`config.mk`:
```
export PLATFORM = sky130hd
export DESIGN_NAME = k_nearest_point_average_flat
export DESIGN_NICKNAME = d
export VERILOG_FILES = /design/src/rtl/core/knpa_pkg.sv /design/src/rtl/core/knpa_point_if.sv /design/src/rtl/core/knpa_mean_if.sv /design/src/rtl/core/knpa_divider.sv /design/src/rtl/core/knpa_datapath.sv /design/src/rtl/core/knpa_ctrl.sv /design/src/rtl/core/k_nearest_point_average.sv /design/src/flat_wrapper.sv
export VERILOG_INCLUDE_DIRS = /design/src /design/src/rtl/core
export SDC_FILE = /design/constraint.sdc
export NUM_CORES = 2
export LEC_CHECK = 0
export BUFFER_PORTS_ARGS = -buffer_cell sky130_fd_sc_hd__buf_2
export CELL_PAD_IN_SITES_DETAIL_PLACEMENT = 0
export CELL_PAD_IN_SITES_GLOBAL_PLACEMENT = 1
export CORE_MARGIN = 1.5
export CORE_UTILIZATION = 54
export CTS_CLUSTER_SIZE = 16
export DETAILED_ROUTE_END_ITERATION = 10
export GPL_ROUTABILITY_DRIVEN = 0
export PLACE_DENSITY_LB_ADDON = 0.1
export SLEW_MARGIN = 20
export SYNTH_ARGS = -nofsm -noshare
export SYNTH_HDL_FRONTEND = slang
export SYNTH_SLANG_ARGS = --single-unit
export TNS_END_PERCENT = 30
```
`constraint.sdc`:
```
create_clock -name i_clk -period 15 [get_ports i_clk]
set_input_delay 2.25 -clock i_clk [delete_from_list [all_inputs] [get_ports i_clk]]
set_output_delay 2.25 -clock i_clk [all_outputs]
set_load 0.02 [all_outputs]
```
`src/rtl/core/k_nearest_point_average_defines.svh`:
```
// ----------------------------------------------------------------------------
// k_nearest_point_average assertion macros
// Concurrent assertion wrappers; they compile to nothing under SYNTHESIS.
// ----------------------------------------------------------------------------
`ifndef K_NEAREST_POINT_AVERAGE_DEFINES_SVH
`define K_NEAREST_POINT_AVERAGE_DEFINES_SVH

`ifndef SYNTHESIS

// same-cycle implication
`define KNPA_ASSERT_IMPLY(label, clk, rst_n, cond, prop) \
    label: assert property (@(posedge clk) disable iff (!rst_n) (cond) |-> (prop)) \
        else $error("knpa assertion failed");

// next-cycle implication
`define KNPA_ASSERT_NEXT(label, clk, rst_n, cond, prop) \
    label: assert property (@(posedge clk) disable iff (!rst_n) (cond) |=> (prop)) \
        else $error("knpa assertion failed");

`else

`define KNPA_ASSERT_IMPLY(label, clk, rst_n, cond, prop)
`define KNPA_ASSERT_NEXT(label, clk, rst_n, cond, prop)

`endif

`endif

```
`src/rtl/core/knpa_pkg.sv`:
```
// ----------------------------------------------------------------------------
// knpa_pkg
// Shared types and constants of the k-nearest point average block.
// ----------------------------------------------------------------------------
`timescale 1ns / 1ps
`default_nettype none

package knpa_pkg;

    localparam int COORD_W    = 16;
    localparam int DIFF_W     = COORD_W + 1;
    localparam int SQ_W       = 32;
    localparam int DIST_W     = 34;
    localparam int LIMIT_W    = 4;
    localparam int CFG_IDX_W  = 2;
    localparam int CFG_DATA_W = 16;
    localparam int LANES      = 3;

    localparam logic [LIMIT_W-1:0] LIMIT_RESET = 4'd3;

    typedef enum logic [CFG_IDX_W-1:0] {
        CFG_QUERY_X = 2'd0,
        CFG_QUERY_Y = 2'd1,
        CFG_QUERY_Z = 2'd2,
        CFG_LIMIT   = 2'd3
    } t_cfg_index;

    typedef enum logic [3:0] {
        ST_IDLE,
        ST_SQUARE,
        ST_DIST,
        ST_ADD,
        ST_SCAN,
        ST_REPLACE,
        ST_FINISH,
        ST_DIVIDE,
        ST_EMIT
    } t_state;

    typedef struct packed {
        logic in_ready;
        logic calc_sq;
        logic calc_dist;
        logic add_entry;
        logic scan_step;
        logic replace;
        logic finish;
        logic emit;
    } t_dp_cmd;

    typedef struct packed {
        logic in_valid;
        logic in_present;
        logic in_last;
        logic below_limit;
        logic scan_last;
        logic count_zero;
        logic div_done;
        logic out_free;
    } t_dp_status;

endpackage

`default_nettype wire

```
`src/rtl/core/knpa_point_if.sv`:
```
// ----------------------------------------------------------------------------
// knpa_point_if
// Valid/ready channel carrying one cloud point word.
// ----------------------------------------------------------------------------
`timescale 1ns / 1ps
`default_nettype none

interface knpa_point_if;

    logic               valid;
    logic               ready;
    logic signed [15:0] point_x;
    logic signed [15:0] point_y;
    logic signed [15:0] point_z;
    logic               point_present;
    logic               last_point;

    modport source (
        output valid, point_x, point_y, point_z, point_present, last_point,
        input  ready
    );

    modport sink (
        input  valid, point_x, point_y, point_z, point_present, last_point,
        output ready
    );

endinterface

`default_nettype wire

```
`src/rtl/core/knpa_mean_if.sv`:
```
// ----------------------------------------------------------------------------
// knpa_mean_if
// Valid/ready channel carrying one mean result word.
// ----------------------------------------------------------------------------
`timescale 1ns / 1ps
`default_nettype none

interface knpa_mean_if;

    logic               valid;
    logic               ready;
    logic signed [15:0] mean_x;
    logic signed [15:0] mean_y;
    logic signed [15:0] mean_z;
    logic               used_fallback;

    modport source (
        output valid, mean_x, mean_y, mean_z, used_fallback,
        input  ready
    );

    modport sink (
        input  valid, mean_x, mean_y, mean_z, used_fallback,
        output ready
    );

endinterface

`default_nettype wire

```
`src/rtl/core/knpa_divider.sv`:
```
// ----------------------------------------------------------------------------
// knpa_divider
// Three-lane restoring divider, one quotient bit per cycle, shared divisor.
// ----------------------------------------------------------------------------
`timescale 1ns / 1ps
`default_nettype none

`include "k_nearest_point_average_defines.svh"

module knpa_divider
    import knpa_pkg::*;
#(
    parameter int SUM_W = 19,
    parameter int CNT_W = 4
) (
    input  logic                        i_clk,
    input  logic                        i_rst_n,
    input  logic                        i_start,
    input  logic [LANES-1:0][SUM_W-1:0] i_dividend,
    input  logic [CNT_W-1:0]            i_divisor,
    output logic [LANES-1:0][SUM_W-1:0] o_quotient,
    output logic                        o_done
);

    localparam int STEP_W = (SUM_W > 1) ? $clog2(SUM_W) : 1;
    localparam logic [STEP_W-1:0] LAST_STEP = STEP_W'(SUM_W - 1);

    logic                        r_busy;
    logic                        r_done;
    logic [STEP_W-1:0]           r_step;
    logic [CNT_W-1:0]            r_divisor;
    logic [LANES-1:0][SUM_W-1:0] r_quo;
    logic [LANES-1:0][CNT_W-1:0] r_rem;
    logic [LANES-1:0][SUM_W-1:0] n_quo;
    logic [LANES-1:0][CNT_W-1:0] n_rem;

    always_comb begin
        logic [CNT_W:0] rem_sh;
        logic           ge;
        n_quo = r_quo;
        n_rem = r_rem;
        for (int l = 0; l < LANES; l++) begin
            rem_sh   = {r_rem[l], r_quo[l][SUM_W-1]};
            ge       = rem_sh >= {1'b0, r_divisor};
            n_rem[l] = ge ? CNT_W'(rem_sh - {1'b0, r_divisor}) : CNT_W'(rem_sh);
            n_quo[l] = {r_quo[l][SUM_W-2:0], ge};
        end
    end

    always_ff @(posedge i_clk) begin
        if (!i_rst_n) begin
            r_busy <= 1'b0;
            r_done <= 1'b0;
            r_step <= '0;
        end else begin
            r_done <= 1'b0;
            if (i_start) begin
                r_busy <= 1'b1;
                r_step <= '0;
            end else if (r_busy) begin
                r_step <= r_step + STEP_W'(1);
                if (r_step == LAST_STEP) begin
                    r_busy <= 1'b0;
                    r_done <= 1'b1;
                end
            end
        end
    end

    always_ff @(posedge i_clk) begin
        if (i_start) begin
            r_quo     <= i_dividend;
            r_rem     <= '0;
            r_divisor <= i_divisor;
        end else if (r_busy) begin
            r_quo <= n_quo;
            r_rem <= n_rem;
        end
    end

    assign o_quotient = r_quo;
    assign o_done     = r_done;

    `KNPA_ASSERT_NEXT(a_done_after_last_step, i_clk, i_rst_n, r_busy && !i_start && r_step == LAST_STEP, o_done && !r_busy)

endmodule

`default_nettype wire

```
`src/rtl/core/knpa_datapath.sv`:
```
// ----------------------------------------------------------------------------
// knpa_datapath
// Distance pipeline, kept-entry registers, worst-entry scan, running sums,
// divider and output register.
// ----------------------------------------------------------------------------
`timescale 1ns / 1ps
`default_nettype none

`include "k_nearest_point_average_defines.svh"

module knpa_datapath
    import knpa_pkg::*;
#(
    parameter int MAX_NEIGHBORS = 8,
    parameter int ARRIVAL_BITS  = 20
) (
    input  logic                  i_clk,
    input  logic                  i_rst_n,
    input  logic                  i_cfg_we,
    input  logic [CFG_IDX_W-1:0]  i_cfg_index,
    input  logic [CFG_DATA_W-1:0] i_cfg_data,
    knpa_point_if.sink            i_point,
    knpa_mean_if.source           o_mean,
    input  t_dp_cmd               i_cmd,
    output t_dp_status            o_status
);

    localparam int CNT_W = $clog2(MAX_NEIGHBORS + 1);
    localparam int IDX_W = (MAX_NEIGHBORS > 1) ? $clog2(MAX_NEIGHBORS) : 1;
    localparam int SUM_W = COORD_W + $clog2(MAX_NEIGHBORS);
    localparam int CMP_W = (CNT_W > LIMIT_W) ? CNT_W : LIMIT_W;

    // configuration
    logic signed [COORD_W-1:0] r_query_x, r_query_y, r_query_z;
    logic [LIMIT_W-1:0]        r_limit;

    // current point and distance pipeline
    logic signed [COORD_W-1:0] r_px, r_py, r_pz;
    logic signed [DIFF_W-1:0]  r_dx, r_dy, r_dz;
    logic [SQ_W-1:0]           r_sqx, r_sqy, r_sqz;
    logic [DIST_W-1:0]         r_dist;

    // kept entries
    logic [DIST_W-1:0]         r_kd [MAX_NEIGHBORS];
    logic signed [COORD_W-1:0] r_kx [MAX_NEIGHBORS];
    logic signed [COORD_W-1:0] r_ky [MAX_NEIGHBORS];
    logic signed [COORD_W-1:0] r_kz [MAX_NEIGHBORS];
    logic [ARRIVAL_BITS-1:0]   r_ka [MAX_NEIGHBORS];
    logic [CNT_W-1:0]          r_count;
    logic [ARRIVAL_BITS-1:0]   r_arrival;

    // worst-entry scan
    logic [IDX_W-1:0]          r_scan_idx;
    logic [IDX_W-1:0]          r_widx;
    logic [DIST_W-1:0]         r_wd;
    logic [ARRIVAL_BITS-1:0]   r_wa;
    logic signed [COORD_W-1:0] r_wx, r_wy, r_wz;

    // sums, result
    logic signed [SUM_W-1:0]   r_sum_x, r_sum_y, r_sum_z;
    logic [LANES-1:0]          r_neg;
    logic                      r_fallback;
    logic                      r_out_valid;
    logic signed [COORD_W-1:0] r_out_x, r_out_y, r_out_z;
    logic                      r_out_fb;

    logic                        load;
    logic signed [2*DIFF_W-1:0]  prod_x, prod_y, prod_z;
    logic [CMP_W-1:0]            lim_ext, eff_limit;
    logic                        below_limit;
    logic                        scan_last;
    logic                        count_zero;
    logic                        take;
    logic                        replace_hit;
    logic                        wr_en;
    logic [IDX_W-1:0]            wr_idx;
    logic signed [SUM_W-1:0]     px_ext, py_ext, pz_ext;
    logic signed [SUM_W-1:0]     wx_ext, wy_ext, wz_ext;
    logic [LANES-1:0][SUM_W-1:0] mag;
    logic [LANES-1:0][SUM_W-1:0] quo;
    logic [LANES-1:0][SUM_W-1:0] signed_quo;
    logic                        div_done;

    assign load = i_cmd.in_ready && i_point.valid;

    // limit of 0 acts as 1, anything above the storage depth saturates
    assign lim_ext     = CMP_W'(r_limit);
    assign eff_limit   = (lim_ext == '0) ? CMP_W'(1) :
                         (lim_ext > CMP_W'(MAX_NEIGHBORS)) ? CMP_W'(MAX_NEIGHBORS) : lim_ext;
    assign below_limit = CMP_W'(r_count) < eff_limit;
    assign count_zero  = r_count == '0;
    assign scan_last   = CNT_W'(r_scan_idx) == (r_count - CNT_W'(1));

    // worse: farther, or equally far and arrived later
    assign take = (r_scan_idx == '0) ||
                  (r_kd[r_scan_idx] > r_wd) ||
                  ((r_kd[r_scan_idx] == r_wd) && (r_ka[r_scan_idx] > r_wa));

    assign replace_hit = i_cmd.replace && (r_dist < r_wd);
    assign wr_en       = i_cmd.add_entry || replace_hit;
    assign wr_idx      = i_cmd.add_entry ? r_count[IDX_W-1:0] : r_widx;

    assign prod_x = r_dx * r_dx;
    assign prod_y = r_dy * r_dy;
    assign prod_z = r_dz * r_dz;

    assign px_ext = SUM_W'(r_px);
    assign py_ext = SUM_W'(r_py);
    assign pz_ext = SUM_W'(r_pz);
    assign wx_ext = SUM_W'(r_wx);
    assign wy_ext = SUM_W'(r_wy);
    assign wz_ext = SUM_W'(r_wz);

    assign mag[0] = r_sum_x[SUM_W-1] ? SUM_W'(-r_sum_x) : SUM_W'(r_sum_x);
    assign mag[1] = r_sum_y[SUM_W-1] ? SUM_W'(-r_sum_y) : SUM_W'(r_sum_y);
    assign mag[2] = r_sum_z[SUM_W-1] ? SUM_W'(-r_sum_z) : SUM_W'(r_sum_z);

    always_comb begin
        for (int l = 0; l < LANES; l++) begin
            signed_quo[l] = r_neg[l] ? SUM_W'(-quo[l]) : quo[l];
        end
    end

    always_ff @(posedge i_clk) begin
        if (!i_rst_n) begin
            r_query_x <= '0;
            r_query_y <= '0;
            r_query_z <= '0;
            r_limit   <= LIMIT_RESET;
        end else if (i_cfg_we) begin
            unique case (t_cfg_index'(i_cfg_index))
                CFG_QUERY_X: r_query_x <= i_cfg_data;
                CFG_QUERY_Y: r_query_y <= i_cfg_data;
                CFG_QUERY_Z: r_query_z <= i_cfg_data;
                CFG_LIMIT:   r_limit   <= i_cfg_data[LIMIT_W-1:0];
            endcase
        end
    end

    always_ff @(posedge i_clk) begin
        if (load) begin
            r_px <= i_point.point_x;
            r_py <= i_point.point_y;
            r_pz <= i_point.point_z;
            r_dx <= DIFF_W'(i_point.point_x) - DIFF_W'(r_query_x);
            r_dy <= DIFF_W'(i_point.point_y) - DIFF_W'(r_query_y);
            r_dz <= DIFF_W'(i_point.point_z) - DIFF_W'(r_query_z);
        end
        if (i_cmd.calc_sq) begin
            r_sqx <= prod_x[SQ_W-1:0];
            r_sqy <= prod_y[SQ_W-1:0];
            r_sqz <= prod_z[SQ_W-1:0];
        end
        if (i_cmd.calc_dist) begin
            r_dist <= DIST_W'(r_sqx) + DIST_W'(r_sqy) + DIST_W'(r_sqz);
        end
    end

    always_ff @(posedge i_clk) begin
        if (wr_en) begin
            r_kd[wr_idx] <= r_dist;
            r_kx[wr_idx] <= r_px;
            r_ky[wr_idx] <= r_py;
            r_kz[wr_idx] <= r_pz;
            r_ka[wr_idx] <= r_arrival;
        end
    end

    always_ff @(posedge i_clk) begin
        if (!i_rst_n) begin
            r_count   <= '0;
            r_arrival <= '0;
        end else if (i_cmd.finish) begin
            r_count   <= '0;
            r_arrival <= '0;
        end else begin
            if (i_cmd.add_entry) begin
                r_count <= r_count + CNT_W'(1);
            end
            if (i_cmd.add_entry || i_cmd.replace) begin
                r_arrival <= r_arrival + ARRIVAL_BITS'(1);
            end
        end
    end

    always_ff @(posedge i_clk) begin
        if (i_cmd.calc_dist) begin
            r_scan_idx <= '0;
        end else if (i_cmd.scan_step) begin
            if (take) begin
                r_widx <= r_scan_idx;
                r_wd   <= r_kd[r_scan_idx];
                r_wa   <= r_ka[r_scan_idx];
                r_wx   <= r_kx[r_scan_idx];
                r_wy   <= r_ky[r_scan_idx];
                r_wz   <= r_kz[r_scan_idx];
            end
            r_scan_idx <= r_scan_idx + IDX_W'(1);
        end
    end

    // running sums; the first entry of a cloud restarts them
    always_ff @(posedge i_clk) begin
        if (i_cmd.add_entry) begin
            r_sum_x <= count_zero ? px_ext : r_sum_x + px_ext;
            r_sum_y <= count_zero ? py_ext : r_sum_y + py_ext;
            r_sum_z <= count_zero ? pz_ext : r_sum_z + pz_ext;
        end else if (replace_hit) begin
            r_sum_x <= r_sum_x + px_ext - wx_ext;
            r_sum_y <= r_sum_y + py_ext - wy_ext;
            r_sum_z <= r_sum_z + pz_ext - wz_ext;
        end
    end

    always_ff @(posedge i_clk) begin
        if (i_cmd.finish) begin
            r_fallback <= count_zero;
            r_neg      <= {r_sum_z[SUM_W-1], r_sum_y[SUM_W-1], r_sum_x[SUM_W-1]};
        end
    end

    knpa_divider #(
        .SUM_W (SUM_W),
        .CNT_W (CNT_W)
    ) u_divider (
        .i_clk      (i_clk),
        .i_rst_n    (i_rst_n),
        .i_start    (i_cmd.finish && !count_zero),
        .i_dividend (mag),
        .i_divisor  (r_count),
        .o_quotient (quo),
        .o_done     (div_done)
    );

    always_ff @(posedge i_clk) begin
        if (!i_rst_n) begin
            r_out_valid <= 1'b0;
        end else if (i_cmd.emit) begin
            r_out_valid <= 1'b1;
        end else if (o_mean.ready) begin
            r_out_valid <= 1'b0;
        end
    end

    always_ff @(posedge i_clk) begin
        if (i_cmd.emit) begin
            r_out_fb <= r_fallback;
            r_out_x  <= r_fallback ? r_query_x : signed_quo[0][COORD_W-1:0];
            r_out_y  <= r_fallback ? r_query_y : signed_quo[1][COORD_W-1:0];
            r_out_z  <= r_fallback ? r_query_z : signed_quo[2][COORD_W-1:0];
        end
    end

    assign i_point.ready        = i_cmd.in_ready;
    assign o_mean.valid         = r_out_valid;
    assign o_mean.mean_x        = r_out_x;
    assign o_mean.mean_y        = r_out_y;
    assign o_mean.mean_z        = r_out_z;
    assign o_mean.used_fallback = r_out_fb;

    assign o_status.in_valid    = i_point.valid;
    assign o_status.in_present  = i_point.point_present;
    assign o_status.in_last     = i_point.last_point;
    assign o_status.below_limit = below_limit;
    assign o_status.scan_last   = scan_last;
    assign o_status.count_zero  = count_zero;
    assign o_status.div_done    = div_done;
    assign o_status.out_free    = !r_out_valid || o_mean.ready;

    `KNPA_ASSERT_IMPLY(a_add_only_below_limit, i_clk, i_rst_n, i_cmd.add_entry, below_limit && !i_cmd.replace)
    `KNPA_ASSERT_NEXT(a_finish_clears_cloud, i_clk, i_rst_n, i_cmd.finish, r_count == '0 && r_arrival == '0)

endmodule

`default_nettype wire

```
`src/rtl/core/knpa_ctrl.sv`:
```
// ----------------------------------------------------------------------------
// knpa_ctrl
// Sequencer: accept, distance, add or scan-and-replace, finish, divide, emit.
// ----------------------------------------------------------------------------
`timescale 1ns / 1ps
`default_nettype none

`include "k_nearest_point_average_defines.svh"

module knpa_ctrl
    import knpa_pkg::*;
(
    input  logic       i_clk,
    input  logic       i_rst_n,
    input  t_dp_status i_status,
    output t_dp_cmd    o_cmd
);

    t_state r_state, n_state;
    logic   r_last, n_last;

    always_ff @(posedge i_clk) begin
        if (!i_rst_n) begin
            r_state <= ST_IDLE;
            r_last  <= 1'b0;
        end else begin
            r_state <= n_state;
            r_last  <= n_last;
        end
    end

    always_comb begin
        n_state = r_state;
        n_last  = r_last;
        o_cmd   = '0;
        unique case (r_state)
            ST_IDLE: begin
                o_cmd.in_ready = 1'b1;
                if (i_status.in_valid) begin
                    n_last = i_status.in_last;
                    priority if (i_status.in_present) begin
                        n_state = ST_SQUARE;
                    end else if (i_status.in_last) begin
                        n_state = ST_FINISH;
                    end else begin
                        // word without a point in mid-cloud: nothing to do
                        n_state = ST_IDLE;
                    end
                end
            end
            ST_SQUARE: begin
                o_cmd.calc_sq = 1'b1;
                n_state       = ST_DIST;
            end
            ST_DIST: begin
                o_cmd.calc_dist = 1'b1;
                n_state         = i_status.below_limit ? ST_ADD : ST_SCAN;
            end
            ST_ADD: begin
                o_cmd.add_entry = 1'b1;
                n_state         = r_last ? ST_FINISH : ST_IDLE;
            end
            ST_SCAN: begin
                o_cmd.scan_step = 1'b1;
                if (i_status.scan_last) begin
                    n_state = ST_REPLACE;
                end
            end
            ST_REPLACE: begin
                o_cmd.replace = 1'b1;
                n_state       = r_last ? ST_FINISH : ST_IDLE;
            end
            ST_FINISH: begin
                o_cmd.finish = 1'b1;
                n_state      = i_status.count_zero ? ST_EMIT : ST_DIVIDE;
            end
            ST_DIVIDE: begin
                if (i_status.div_done) begin
                    n_state = ST_EMIT;
                end
            end
            ST_EMIT: begin
                if (i_status.out_free) begin
                    o_cmd.emit = 1'b1;
                    n_state    = ST_IDLE;
                end
            end
            default: begin
                n_state = ST_IDLE;
            end
        endcase
    end

    `KNPA_ASSERT_NEXT(a_divide_done_to_emit, i_clk, i_rst_n, r_state == ST_DIVIDE && i_status.div_done, r_state == ST_EMIT)
    `KNPA_ASSERT_NEXT(a_empty_last_to_finish, i_clk, i_rst_n, o_cmd.in_ready && i_status.in_valid && !i_status.in_present && i_status.in_last, r_state == ST_FINISH)

endmodule

`default_nettype wire

```
`src/rtl/core/k_nearest_point_average.sv`:
```
// ----------------------------------------------------------------------------
// k_nearest_point_average
// Mean of the k points of a streamed cloud nearest to a configured query.
// ----------------------------------------------------------------------------
// One point word at a time. A word without a point is taken in the idle
// state alone. While fewer than the limit are kept, a point passes capture,
// square, distance sum and store; once the kept set is full, the store is
// replaced by a scan over the kept entries, one per cycle, to find the worst,
// and a replace step. A last word adds a finish step, then a restoring
// divider of one quotient bit per cycle runs, and the output register is
// loaded once it is free; an empty cloud skips the divider. The result word
// sits in its own output register, so the next cloud starts while it waits.
// ----------------------------------------------------------------------------
`timescale 1ns / 1ps
`default_nettype none

module k_nearest_point_average
    import knpa_pkg::*;
#(
    parameter int MAX_NEIGHBORS = 8,
    parameter int ARRIVAL_BITS  = 20
) (
    input  logic                  i_clk,
    input  logic                  i_rst_n,
    input  logic                  i_cfg_we,
    input  logic [CFG_IDX_W-1:0]  i_cfg_index,
    input  logic [CFG_DATA_W-1:0] i_cfg_data,
    knpa_point_if.sink            i_point,
    knpa_mean_if.source           o_mean
);

    t_dp_cmd    cmd;
    t_dp_status status;

    knpa_datapath #(
        .MAX_NEIGHBORS (MAX_NEIGHBORS),
        .ARRIVAL_BITS  (ARRIVAL_BITS)
    ) u_datapath (
        .i_clk       (i_clk),
        .i_rst_n     (i_rst_n),
        .i_cfg_we    (i_cfg_we),
        .i_cfg_index (i_cfg_index),
        .i_cfg_data  (i_cfg_data),
        .i_point     (i_point),
        .o_mean      (o_mean),
        .i_cmd       (cmd),
        .o_status    (status)
    );

    knpa_ctrl u_ctrl (
        .i_clk    (i_clk),
        .i_rst_n  (i_rst_n),
        .i_status (status),
        .o_cmd    (cmd)
    );

endmodule

`default_nettype wire
```
`src/flat_wrapper.sv`:
```
// flat-port wrapper written by rule: the top's interface ports become plain ports
module k_nearest_point_average_flat import knpa_pkg::*;
#(
    parameter int MAX_NEIGHBORS = 8,
    parameter int ARRIVAL_BITS  = 20
)
  (i_clk, i_rst_n, i_cfg_we, i_cfg_index, i_cfg_data, i_point_valid, i_point_point_x, i_point_point_y, i_point_point_z, i_point_point_present, i_point_last_point, i_point_ready, o_mean_valid, o_mean_mean_x, o_mean_mean_y, o_mean_mean_z, o_mean_used_fallback, o_mean_ready);
  knpa_point_if i_point_i ();
  knpa_mean_if o_mean_i ();
  input  logic i_clk;
  input  logic i_rst_n;
  input  logic i_cfg_we;
  input  logic [CFG_IDX_W-1:0] i_cfg_index;
  input  logic [CFG_DATA_W-1:0] i_cfg_data;
  input wire logic [$bits(i_point_i.valid)-1:0] i_point_valid;
  input wire logic [$bits(i_point_i.point_x)-1:0] i_point_point_x;
  input wire logic [$bits(i_point_i.point_y)-1:0] i_point_point_y;
  input wire logic [$bits(i_point_i.point_z)-1:0] i_point_point_z;
  input wire logic [$bits(i_point_i.point_present)-1:0] i_point_point_present;
  input wire logic [$bits(i_point_i.last_point)-1:0] i_point_last_point;
  output wire logic [$bits(i_point_i.ready)-1:0] i_point_ready;
  output wire logic [$bits(o_mean_i.valid)-1:0] o_mean_valid;
  output wire logic [$bits(o_mean_i.mean_x)-1:0] o_mean_mean_x;
  output wire logic [$bits(o_mean_i.mean_y)-1:0] o_mean_mean_y;
  output wire logic [$bits(o_mean_i.mean_z)-1:0] o_mean_mean_z;
  output wire logic [$bits(o_mean_i.used_fallback)-1:0] o_mean_used_fallback;
  input wire logic [$bits(o_mean_i.ready)-1:0] o_mean_ready;
  assign i_point_i.valid = i_point_valid;
  assign i_point_i.point_x = i_point_point_x;
  assign i_point_i.point_y = i_point_point_y;
  assign i_point_i.point_z = i_point_point_z;
  assign i_point_i.point_present = i_point_point_present;
  assign i_point_i.last_point = i_point_last_point;
  assign i_point_ready = i_point_i.ready;
  assign o_mean_valid = o_mean_i.valid;
  assign o_mean_mean_x = o_mean_i.mean_x;
  assign o_mean_mean_y = o_mean_i.mean_y;
  assign o_mean_mean_z = o_mean_i.mean_z;
  assign o_mean_used_fallback = o_mean_i.used_fallback;
  assign o_mean_i.ready = o_mean_ready;
  k_nearest_point_average #(.MAX_NEIGHBORS(MAX_NEIGHBORS), .ARRIVAL_BITS(ARRIVAL_BITS)) u_core (.i_clk(i_clk), .i_rst_n(i_rst_n), .i_cfg_we(i_cfg_we), .i_cfg_index(i_cfg_index), .i_cfg_data(i_cfg_data), .i_point(i_point_i), .o_mean(o_mean_i));
endmodule
```
==> Yosys cells after proc, flatten, opt, wreduce, memory -nomap -nowiden <==
Memory sizes are Yosys's and may differ from the RTL's. A register that Yosys moved wholly into a read port is not among the register bits.
Index checks and enable logic that the tools add are counted.
{ "totals": {"register_bits": 561, "ramBits": 816, "input_bits": 73, "output_inout_bits": 51, "wordCells": 191, "mem_count": 5} }
{ "op_classes": {"add_sub_neg": 25, "mul": 3, "order_cmp": 8, "eq_ne": 18, "muxes": 57, "n_bitwise": 3, "n_reduce_logical": 30} }
{ "mem_list": {"columns": ["memory", "words", "width", "rd", "rd_ports_with_merged_regs", "wr", "line_no", "rtl"], "rows": [
  ["u_core.u_datapath.r_kd", 8, 34, 1, 1, 1, "knpa_datapath.sv:44", "logic [DIST_W-1:0] r_kd [MAX_NEIGHBORS];"],
  ["u_core.u_datapath.r_ka", 8, 20, 1, 1, 1, "knpa_datapath.sv:48", "logic [ARRIVAL_BITS-1:0] r_ka [MAX_NEIGHBORS];"],
  ["u_core.u_datapath.r_kx", 8, 16, 1, 1, 1, "knpa_datapath.sv:45", "logic signed [COORD_W-1:0] r_kx [MAX_NEIGHBORS];"],
  ["u_core.u_datapath.r_ky", 8, 16, 1, 1, 1, "knpa_datapath.sv:46", "logic signed [COORD_W-1:0] r_ky [MAX_NEIGHBORS];"],
  ["u_core.u_datapath.r_kz", 8, 16, 1, 1, 1, "knpa_datapath.sv:47", "logic signed [COORD_W-1:0] r_kz [MAX_NEIGHBORS];"]
]} }
{ "op_table": {"columns": ["operator", "n"], "rows": [
  ["2-to-1 mux 19 bit", 12],
  ["2-to-1 mux 57 bit", 2],
  ["multiplier 17 x 17 -> 32 bit", 3],
  ["2-to-1 mux 16 bit", 6],
  ["adder 19 x 16 -> 19 bit", 3],
  ["negator 19 bit", 3],
  ["subtractor 19 x 16 -> 19 bit", 3],
  ["subtractor 16 x 16 -> 17 bit", 3],
  ["negator 16 bit", 3],
  ["2-to-1 mux 4 bit", 11],
  ["adder 33 x 32 -> 34 bit", 1],
  ["== test 34 bit", 1],
  ["> comparator 34 bit", 1],
  ["less-than comparator 34 bit", 1],
  ["adder 32 x 32 -> 33 bit", 1],
  ["one-hot mux 4 bit (8 select lines)", 1],
  ["2-to-1 mux 3 bit", 8],
  ["adder 20 x 1 -> 20 bit, second input constant", 1],
  ["> comparator 20 bit", 1],
  ["2-to-1 mux 1 bit", 17],
  ["== test 4 x 3 -> 1 bit, second input constant", 4],
  [">= comparator 5 x 4 -> 1 bit", 3],
  ["logical NOT 4 bit", 3],
  ["subtractor 4 bit", 3],
  ["other kinds (27)", 49]
]} }

==> Logic depth before layout (Yosys ltp) <==
{ "logic_depth": {"word_depth": 6, "mapped_depth": 26, "mapped_depth_nobuf": 25} }

==> Hierarchy <==
Synthesis repeated with hierarchy kept, for this count alone.
{ "hier_totals": {"hier_cells": 7547, "area_unflattened_um2": 94129.0} }
{ "by_module_without_submodules": {"columns": ["mod", "instances", "cells_each", "area_each_um2", "seq_area_each_um2"], "rows": [
  ["knpa_datapath", 1, 7217, 89901.2, 39407.8],
  ["knpa_divider", 1, 273, 3786.1, 2212.1],
  ["knpa_ctrl", 1, 57, 441.7, 100.1]
]} }

==> Least setup slack after synthesis <==
Ideal clock, no wire load.
{ "synth_timing": {"path_type": "register to register", "from": "register u_core.u_datapath.r_dist[19]", "to": "memory u_core.u_datapath.r_ka[7][0], enable pin", "setup_ns": 0.709, "arrival_ns": 12.125, "t_required_ns": 14.291, "setup_slack_ns": 2.167, "stages_incl_launch_ff": 12, "path_buffers": 0, "synth_period_minus_slack_ns": 12.833, "cell_sequence": "edfxtp_1 > ha_1 > a21o_1 > a21o_1 > a21o_1 > a21o_1 > a21o_1 > a21o_1 > a21oi_1 > o211ai_1 > a21oi_1 > nor3b_1"} }
{ "synth_between": {"elab_chain_cells": 5} }
{ "synth_rtl": {"columns": ["item", "line_no", "rtl"], "rows": [
  ["start, declared", "knpa_datapath.sv:41", "logic [DIST_W-1:0] r_dist;"],
  ["start signal, assigned", "knpa_datapath.sv:155", "r_dist <= DIST_W'(r_sqx) + DIST_W'(r_sqy) + DIST_W'(r_sqz);"],
  ["less-than comparator 34 bit", "knpa_datapath.sv:99", "assign replace_hit = i_cmd.replace && (r_dist < r_wd);"],
  ["logical AND 1 bit", "knpa_datapath.sv:99", null],
  ["logical OR 1 bit", "knpa_datapath.sv:100", "assign wr_en = i_cmd.add_entry || replace_hit;"],
  ["via u_core.u_datapath.wr_en", "knpa_datapath.sv:75", "logic wr_en;"],
  ["2-to-1 mux 1 bit", "knpa_datapath.sv:160", "if (wr_en) begin"],
  ["2-to-1 mux 1 bit (implied by the code)", "knpa_datapath.sv:165", "r_ka[wr_idx] <= r_arrival;"],
  ["end, declared", "knpa_datapath.sv:48", null]
]} }
The timed path passes the listed nets, and every way through them passes these cells.

==> Worst setup path after layout <==
{ "layout_timing": {"from": "register u_core.u_datapath.r_dx[4]", "to": "register u_core.u_datapath.r_sqx[31], data pin"} }
{ "layout_between": {"elab_chain_cells": 1} }
{ "layout_rtl": {"columns": ["item", "line_no", "rtl"], "rows": [
  ["start, declared", "knpa_datapath.sv:39", "logic signed [DIFF_W-1:0] r_dx, r_dy, r_dz;"],
  ["start signal, assigned", "knpa_datapath.sv:145", "r_dx <= DIFF_W'(i_point.point_x) - DIFF_W'(r_query_x);"],
  ["multiplier 17 x 17 -> 32 bit", "knpa_datapath.sv:103", "assign prod_x = r_dx * r_dx;"],
  ["via u_core.u_datapath.prod_x[31]", "knpa_datapath.sv:68", "logic signed [2*DIFF_W-1:0] prod_x, prod_y, prod_z;"],
  ["end signal, assigned", "knpa_datapath.sv:150", "r_sqx <= prod_x[SQ_W-1:0];"],
  ["end, declared", "knpa_datapath.sv:40", "logic [SQ_W-1:0] r_sqx, r_sqy, r_sqz;"]
]} }
The timed path passes the listed nets, and every way through them passes these cells.
A chain may end at the register's enable or synchronous reset.

==> results.yml <==
critical_path:
  cp-end-kind: "register"
  r2r-start: "u_core.u_datapath.r_dx[4]"
  start_kind: "register"
  crit_start: "u_core.u_datapath.r_dx[4]"
  crit_type: "register to register"
  crit_path_max_fanout: 19
  required_ns: 15.52
  worstPathArrival_ns: 7.65
logic_synthesis:
  ys_ff_latch: 1425
  yosysSeqAreaShare_pct: 44.57
  syn_area_um2: 93600
  synth_common_cells: "edfxtp_1, inv_1, fa_1"
  synth_cell_types: 85
  syn_inst: 7522
  synth_edf_count: 1318
  ys_warn_count: 0
  ys.flop_type: "edfxtp_1"
  yosys.area.top_type: "edfxtp_1"
  synth.top_cells.by_area: "edfxtp_1, fa_1, ha_1"
  syn_avg_cell_area_um2: 12.44
  synthArstFlopShare_pct: 0
  yosysTopAreaCellShare_pct: 42.28
  synth_most_common_cell: "edfxtp_1"
die:
  dieArea_um2: 175800
  die_y_um: 419.3
  start_util_pct: 54.44
  core_area_um2: 171900
  die_w_um: 419.3
  num_rows: 152
  ioPinCount: 124
status:
  status: "complete, no violations"
detailed_routing:
  drt_first_pass_iters: 7
  vias: 56968
  drt-vias-per-instance: 5.641
  antenna_left: 0
  drc: 0
  finalWirelength_um: 238900
  wl_per_cell_um: 23.65
  drt_iter0_drc: 4722
worst_hold_path:
  hold_start: "u_core.u_datapath.r_query_y[15]"
  hp-class: "register to register"
timing:
  fmax_mhz: 140.4
  final_max_slew_viol_count: 0
  min_period_ns: 7.125
  tns_ns: 0
  setup_viol_count_final: 0
  finalClockSkew_ns: 0.03438
  slew_headroom_pct: 23.90
  rsz0062_at_grt: "false"
  tightest_slew_ns: 1.135
  finalCritPeriodShare_pct: 47.50
  hold_viol: 0
clock_tree:
  clkLatencyLatePin_ns: 0.81
  post_cts_buffers: 0
  cts.sinks: 1425
  h-tree-depth: 4
  clk_path_buf_depth: 3
  cts_hold_buf: 0
  cts_root_buffer: "clkbuf_16"
  cts-resized-gates: 0
  path_clk_slew_ns: 0.06
  tritoncts: "done"
  cts_buffers: 153
placement:
  io_buffers: 123
  place_hpwl_um: 172700
final_layout:
  area_growth_syn_to_layout_pct: 9.222
  layout-drive-gt1-share_pct: 10.34
  nets: 9087
global_routing:
  globalRouteOverflowTotal: 0
  grt_pass1_vias: 58385
  grt.total_usage_pct: 27.81
  antenna_found_initial: 23
  grt_pass1_wl_um: 361700
  grt_start_max_net_pins: 98
run:
  drv_cap: 0
==> cell usage in the layout (no fill, tap or decap), types with 123 or more instances in the layout <==
master / instances
nor2_1: 290
mux4_2: 204
fa_1: 811
xnor2_1: 233
a21oi_1: 212
edfxtp_1: 1318
clkbuf_16: 158
o21ai_0: 253
xor2_1: 172
inv_1: 1230
buf_2: 123
nand2_1: 676
ha_1: 545
and2_1: 190
==> state kept, by name (all words and copies together) (netlist names), 17 cells and up, named ones only <==
signal	flops
u_core.u_datapath.r_dy	17
u_core.u_datapath.r_dist	34
u_core.u_datapath.r_kx	128
u_core.u_datapath.r_sum_x	19
u_core.u_datapath.u_divider.o_quotient	57
u_core.u_datapath.r_sum_y	19
u_core.u_datapath.r_sum_z	19
u_core.u_datapath.r_dx	17
u_core.u_datapath.r_sqx	31
u_core.u_datapath.r_kd	272
u_core.u_datapath.r_sqy	31
u_core.u_datapath.r_wd	34
u_core.u_datapath.r_dz	17
u_core.u_datapath.r_kz	128
u_core.u_datapath.r_ka	160
u_core.u_datapath.r_sqz	31
u_core.u_datapath.r_ky	128
u_core.u_datapath.r_arrival	20
u_core.u_datapath.r_wa	20
==> per-stage QoR <==
step | setup slack [ns] | util, % | cell area (um^2) | hold WS [ns] | instances
finish | 7.875 | 59.46 | 102200 | 0.4661 | 10099
detailed placement | 7.894 | 56.39 | 96950 | 0.4609 | 9813
global placement | 7.884 | 56.39 | 96950 | 0.4552 | 9813
global route | 7.441 | 59.46 | 102200 | 0.4883 | 10097
CTS | 7.872 | 59.45 | 102200 | 0.4692 | 10093
floorplan | 2.167 | - | 93610 | 0.4064 | 7524
==> kinds of logic after synthesis <==
kind of cell / synth area share (%)
AOI/OAI and AO/OA: 6.797
and+or+nand+nor: 7.907
other: 0.004006
DFF: 44.57
muxes: 6.500
adders and majority gates: 24.63
xor gates and xnor gates: 3.814
buffers and inverters: 5.776
==> worst max-delay path, cell delays in order (launching register included) <==
cell and delay, ns:
edfxtp_1 0.77, and2_1 0.27, inv_1 0.07, fa_1 0.54, inv_1 0.06, fa_1 0.44, fa_1 0.55, inv_1 0.06
fa_1 0.53, inv_1 0.05, fa_1 0.47, inv_1 0.05, fa_1 0.47, inv_1 0.04, ha_1 0.35, a21oi_1 0.21
o21bai_1 0.11, a221o_1 0.32, a21oi_2 0.18, a41oi_2 0.21, o41ai_4 0.37, o21ai_2 0.16, a221o_1 0.35, a21oi_2 0.15
xnor2_1 0.07
==> layout make-up <==
cell class,count,area (um^2)
repair buffers,187,1100
well taps,2310,2890
multi-input cells,4660,46610
diodes,6,15.01
inverters,1231,4621
clock buffers,198,4154
flip-flops and latches,1425,41740
fillers,13881,69690
clock inverters,82,1109
==> worst paths after layout <==
check	slack [ns]	endpoint	cells past startpoint
setup reg to reg	7.88	u_core.u_datapath.r_sqx[31]	24
setup / recovery	7.88	u_core.u_datapath.r_sqx[31]	24
hold / removal	0.47	u_core.u_datapath.r_query_y[15]	2
hold reg to reg	0.47	u_core.u_datapath.r_query_y[15]	2
==> metal layers <==
metal	vias to the layer above	routed length (um)	global-route usage, %
met1	29100	103900	39.01
met4	0	7765	9.119
met2	1565	113700	44.81
li1	25987	-	-
met5	-	0	0
met3	316	13480	4.028
Power is left out: the tool's default activity adds up to more than one toggle a clock period on the data nets, which glitch-free logic cannot reach.
